**src/design/gapp_pkg.sv**
```systemverilog
`timescale 1ns / 1ps
// Shared types, codes and constants for the grid A* path planner.
// No dependencies.
package gapp_pkg;

	localparam int GRID_COLS_DEF = 32;
	localparam int GRID_ROWS_DEF = 32;

	// configuration port
	localparam int CFG_W     = 6;
	localparam int CFG_IDX_W = 1;
	localparam logic [CFG_IDX_W-1:0] CFG_COLS = 1'd0;
	localparam logic [CFG_IDX_W-1:0] CFG_ROWS = 1'd1;
	localparam logic [CFG_W-1:0] CFG_DIM_RESET = 6'd32;

	localparam int DIM_W   = 9;   // holds a grid dimension up to 256
	localparam int COORD_W = 5;
	localparam int PLEN_W  = 10;

	localparam int COST_STRAIGHT = 100;
	localparam int COST_DIAG     = 141;

	// operations
	localparam logic [1:0] OP_SET   = 2'd0;
	localparam logic [1:0] OP_QUERY = 2'd1;
	localparam logic [1:0] OP_FIND  = 2'd2;
	localparam logic [1:0] OP_READ  = 2'd3;

	// neighbor offset codes
	localparam logic [1:0] D_NEG  = 2'd0;
	localparam logic [1:0] D_ZERO = 2'd1;
	localparam logic [1:0] D_POS  = 2'd2;

	// neighbor k: column offset outer, row offset inner, center skipped
	localparam logic [1:0] NB_DX [8] = '{D_NEG, D_NEG, D_NEG, D_ZERO, D_ZERO,
		D_POS, D_POS, D_POS};
	localparam logic [1:0] NB_DY [8] = '{D_NEG, D_ZERO, D_POS, D_NEG, D_POS,
		D_NEG, D_ZERO, D_POS};
	// straight neighbors beside a diagonal: (dx,0) and (0,dy)
	localparam logic [2:0] NB_OX [8] = '{3'd1, 3'd1, 3'd1, 3'd1, 3'd1,
		3'd6, 3'd6, 3'd6};
	localparam logic [2:0] NB_OY [8] = '{3'd3, 3'd3, 3'd4, 3'd3, 3'd4,
		3'd3, 3'd3, 3'd4};

	typedef struct packed {
		logic [1:0]         operation;
		logic [COORD_W-1:0] first_col;
		logic [COORD_W-1:0] first_row;
		logic [COORD_W-1:0] second_col;
		logic [COORD_W-1:0] second_row;
		logic               new_walkable;
		logic [PLEN_W-1:0]  path_index;
	} item_t;

	typedef struct packed {
		logic               path_found;
		logic [PLEN_W-1:0]  path_length;
		logic [COORD_W-1:0] cell_col;
		logic [COORD_W-1:0] cell_row;
		logic               cell_walkable;
	} result_t;

	typedef struct packed {
		logic latch_in;
		logic walk_init;
		logic disp;
		logic search_begin;
		logic clr_sweep;
		logic seed;
		logic scan_init;
		logic scan_run;
		logic close_cur;
		logic walk_nb;
		logic nb_rd;
		logic nb_eval;
		logic path_init;
		logic path_a;
		logic path_b;
		logic path_done;
		logic load_out;
	} cmd_t;

	typedef struct packed {
		logic       sweep_last;
		logic [1:0] op;
		logic       ends_ok;
		logic       open_empty;
		logic       scan_done;
		logic       best_is_target;
		logic       walk_last;
		logic       nb_last;
		logic       path_end;
		logic       out_free;
	} stat_t;

endpackage

```
**src/design/gapp_ctrl.sv**
```systemverilog
`timescale 1ns / 1ps
// Sequencer for the grid A* path planner: one state machine issuing datapath commands.
// Depends on gapp_pkg.
module gapp_ctrl (
	input  logic            clk,
	input  logic            arst_n,
	input  logic            item_valid,
	output logic            item_stall,
	input  gapp_pkg::stat_t stat,
	output gapp_pkg::cmd_t  cmd
);
	import gapp_pkg::*;

	localparam logic [3:0] S_INIT     = 4'd0;
	localparam logic [3:0] S_IDLE     = 4'd1;
	localparam logic [3:0] S_DISP     = 4'd2;
	localparam logic [3:0] S_RESP     = 4'd3;
	localparam logic [3:0] S_CLR      = 4'd4;
	localparam logic [3:0] S_SEED     = 4'd5;
	localparam logic [3:0] S_SCAN0    = 4'd6;
	localparam logic [3:0] S_SCAN     = 4'd7;
	localparam logic [3:0] S_CHECK    = 4'd8;
	localparam logic [3:0] S_WALK     = 4'd9;
	localparam logic [3:0] S_WALK_END = 4'd10;
	localparam logic [3:0] S_NB       = 4'd11;
	localparam logic [3:0] S_NBEV     = 4'd12;
	localparam logic [3:0] S_PATH_A   = 4'd13;
	localparam logic [3:0] S_PATH_B   = 4'd14;

	logic [3:0] state_q, state_nxt;

	assign item_stall = (state_q != S_IDLE);

	always_comb begin
		cmd = '0;
		state_nxt = state_q;
		unique case (state_q)
			S_INIT: begin
				cmd.walk_init = 1'b1;
				if (stat.sweep_last) state_nxt = S_IDLE;
			end
			S_IDLE: begin
				if (item_valid) begin
					cmd.latch_in = 1'b1;
					state_nxt = S_DISP;
				end
			end
			S_DISP: begin
				cmd.disp = 1'b1;
				if (stat.op == OP_FIND) begin
					cmd.search_begin = 1'b1;
					state_nxt = stat.ends_ok ? S_CLR : S_RESP;
				end else begin
					state_nxt = S_RESP;
				end
			end
			S_CLR: begin
				cmd.clr_sweep = 1'b1;
				if (stat.sweep_last) state_nxt = S_SEED;
			end
			S_SEED: begin
				cmd.seed = 1'b1;
				state_nxt = S_SCAN0;
			end
			S_SCAN0: begin
				cmd.scan_init = 1'b1;
				state_nxt = stat.open_empty ? S_RESP : S_SCAN;
			end
			S_SCAN: begin
				cmd.scan_run = 1'b1;
				if (stat.scan_done) state_nxt = S_CHECK;
			end
			S_CHECK: begin
				if (stat.best_is_target) begin
					cmd.path_init = 1'b1;
					state_nxt = S_PATH_A;
				end else begin
					cmd.close_cur = 1'b1;
					state_nxt = S_WALK;
				end
			end
			S_WALK: begin
				cmd.walk_nb = 1'b1;
				if (stat.walk_last) state_nxt = S_WALK_END;
			end
			S_WALK_END: state_nxt = S_NB;
			S_NB: begin
				cmd.nb_rd = 1'b1;
				state_nxt = S_NBEV;
			end
			S_NBEV: begin
				cmd.nb_eval = 1'b1;
				state_nxt = stat.nb_last ? S_SCAN0 : S_NB;
			end
			S_PATH_A: begin
				if (stat.path_end) begin
					cmd.path_done = 1'b1;
					state_nxt = S_RESP;
				end else begin
					cmd.path_a = 1'b1;
					state_nxt = S_PATH_B;
				end
			end
			S_PATH_B: begin
				cmd.path_b = 1'b1;
				state_nxt = S_PATH_A;
			end
			S_RESP: begin
				if (stat.out_free) begin
					cmd.load_out = 1'b1;
					state_nxt = S_IDLE;
				end
			end
			default: state_nxt = S_IDLE;
		endcase
	end

	always_ff @(posedge clk or negedge arst_n) begin
		if (!arst_n) state_q <= S_INIT;
		else state_q <= state_nxt;
	end

endmodule

```
**config.mk**
```make
export PLATFORM = sky130hd
export DESIGN_NAME = gapp_ctrl
export DESIGN_NICKNAME = d
export VERILOG_FILES = /design/src/design/gapp_pkg.sv /design/src/design/gapp_ctrl.sv
export SDC_FILE = /design/constraint.sdc
export NUM_CORES = 1
export LEC_CHECK = 0
export BUFFER_PORTS_ARGS = -buffer_cell sky130_fd_sc_hd__buf_2
export CAP_MARGIN = 20
export CORE_MARGIN = 2
export CORE_UTILIZATION = 28
export CTS_CLUSTER_DIAMETER = 200
export CTS_CLUSTER_SIZE = 10
export DETAILED_ROUTE_END_ITERATION = 8
export PLACE_DENSITY = 0.56
export SYNTH_ARGS = -nofsm -noshare
export SYNTH_HDL_FRONTEND = slang
export SYNTH_SLANG_ARGS = --single-unit
```
**constraint.sdc**
```tcl
create_clock -name clk -period 2.7 [get_ports clk]
set_clock_uncertainty 0.15 [all_clocks]
set_input_delay 0.135 -clock clk [delete_from_list [all_inputs] [get_ports clk]]
set_output_delay 0.135 -clock clk [all_outputs]
set_load 0.02 [all_outputs]
```
==> impl_metrics.yaml <==
sta:
  fin_setup_tns_ps: 0
  worst_pin_slew_ps: 564
  setup_viol: 0
  drv_slew: 0
  holdWs_ps: 3.88
  maxSlewHeadroom_pct: 62.4
  max_clock_freq_mhz: 500
  rsz0062_at_grt: "false"
  min_period_over_period_pct: 74.1
  layout_setup_ws_ps: 700
  min_period_ps: 2000
  hold_violations: 0
yosys:
  syn-mean-instance-area_um2: 6.86
  synthCells: 85
  synth_ff_type: "dfrtp_1"
  synth_enable_flop_cells: 0
  yosys_register_bits: 4
  yosysWarnings: 0
  ys_seq_area_share_pct: 17.2
  synthDistinctLibCells: 40
  async_flop_share_pct: 100
  synth_fp_nets: 99
  syn_area_um2: 583
power:
  p_switching_mw: 0.489
  vdd_drop_max_mv: 0.523
  power.internal_mw: 0.397
  pwr-share-comb_pct: 68.1
  clkPwrFrac_pct: 8.6
  powerDensity_nw_per_um2: 1140
  power_mw: 0.886
  switching_share_pct: 55.2
  power_frac_seq_pct: 23.4
  leakage_nw: 0.369
global_route:
  grt_max_degree: 22
  grt_pass1_vias: 668
  grt_pass1_wl_mm: 3.10
  grt_util_all_layers_pct: 16.2
  grt_overflow_total: 0
  antenna_found_initial: 0
placed_design:
  dp_hpwl_mm: 1.37
  gp_congestion: 0.819
  place_ws_ps: 713
  io_buffers: 31
critical_path:
  r2r_cells: 5
  rr_startpoint: "state_q[1]"
  startpoint_type: "register"
  r2r-end: "state_q[2]"
  cp_max_fo: 14
  crit_arrival_ps: 1980
  cp.required_ps: 2680
  r2r_setup_slack_ps: 700
  worstSetupEndpointType: "register"
  critical_path_class: "reg2reg"
finish:
  finish.utilization_pct: 39.7
  largestRegisters: "state_q: 4 flops"
  syn_to_final_growth_pct: 33.5
  final_nets: 130
  largest_reg_flops: 4
  fill_cells: 236
  antenna_cells: 0
  seqCellArea_um2: 100
  drive_gt1_share_pct: 34.2
  mostFrequentLayoutCell: "buf_2"
  multi_input_area_um2: 434
  largest_register: "state_q"
  mostFrequentLayoutCells: "buf_2 (31), nor2_1 (12), nand2_1 (7)"
die:
  core_um2: 1960
  io_pins: 32
  die-height_um: 49.6
  die-area_um2: 2460
  initial_utilization_pct: 29.7
  die_w_um: 49.6
  num_rows: 16
run:
  drv_cap: 0
clock_network:
  postCtsResizedCells: 0
  htreeDepth: 1
  post-cts-setup-buffers: 0
  numCtsBuffers: 3
  clockBufferDepth: 2
  cts_tree: "built"
  path_clk_slew_ps: 40
  clock_latency_ps: 240
  cts_root_buf: "clkbuf_4"
  cts.sinks: 4
status:
  status: "complete, no violations"
route:
  wl_per_cell_um: 12.6
  dr_total_vias: 743
  drcViolationCount: 0
  first_iter_violations: 12
  drt-total-wl_mm: 1.78
  antenna_left: 0
  vias_per_cell: 5.27
  firstDrtPassIters: 4
min_path:
  hold_path_end: "state_q[3]"
  worstHoldStart: "stat[3]"
  hp-class: "in2reg"
  hold_depth: 2
-- cell type report --
type / count / area share (%)
multi-input combinational: 70 / 55.8
timing repair buffer: 33 / 22.2
sequential: 4 / 12.9
tap: 27 / 4.34
clock buffer: 3 / 2.89
inverter: 4 / 1.93
-- power groups by stage --
stage / Combinational, mW / Clock, mW / Sequential (mW)
CTS: 0.606 / 0.0782 / 0.204
detailed placement: 0.599 / 0 / 0.206
global route: 0.668 / 0.0848 / 0.223
finish: 0.603 / 0.0758 / 0.207
floorplan: 0.556 / 0 / 0.117
global placement: 0.598 / 0 / 0.203
-- cell families (layout without fill, tap and decap cells) --
group	count (synthesis)	in the layout	share of synthesized area [%]
flip-flops	4	4	17.2
buffers and inverters	11	40	8.37
AO/OA/AOI/OAI	24	24	31.1
AND/OR/NAND/NOR	46	46	43.4
-- repair_timing --
action	4_1_cts	5_1_grt
endpoints found under the setup margin	0	0
hold buffers	1	0
endpoints found under the hold margin	4	0
-- worst max path at each step --
| stage | to | slack, ps | cells past startpoint | from |
|---|---|---|---|---|
| after CTS | state_q[2] | 700 | 5 | state_q[1] |
| after global placement | state_q[2] | 780 | 5 | state_q[1] |
| after floorplan | cmd[13] | 810 | 5 | state_q[1] |
| final | state_q[2] | 700 | 5 | state_q[1] |
| after global routing | cmd[13] | 540 | 5 | state_q[0] |
| after detailed placement | state_q[2] | 710 | 5 | state_q[1] |
-- synth_stat cells, types with 2 or more instances --
cell	n	area [um^2]
buf_2	3	15.0
nor2b_1	3	18.8
clkbuf_1	2	7.51
o21ai_0	6	30.0
nand2b_1	3	18.8
nand2_1	7	26.3
nor3_1	6	30.0
nand3b_1	2	15.0
nor2_1	12	45.0
inv_1	4	15.0
or3_1	2	12.5
a21oi_1	4	20.0
dfrtp_1	4	100
-- worst max-delay path, stage by stage (launching register included) --
cell	delay (ps)
dfrtp_1	520
buf_4	240
nand3b_1	110
a211oi_2	110
or3_4	420
o41ai_2	340
-- per-stage QoR --
step,cell area [um^2],cells
final,778,141
after global routing,778,141
after CTS,778,141
after detailed placement,746,137
after global placement,746,137
after floorplan,583,85
-- layer usage --
metal  GRT usage [%]  vias up  share of wire, %  routed length (um)
met4            6.94        0                 0                   0
met2            26.0       23                47                 837
li1                -      374                 -                   -
met1            21.0      346                48                 853
met5               0        -                 0                   0
met3            3.03        0               4.9                  87
Note: power is estimated with default switching activity, not from simulation.
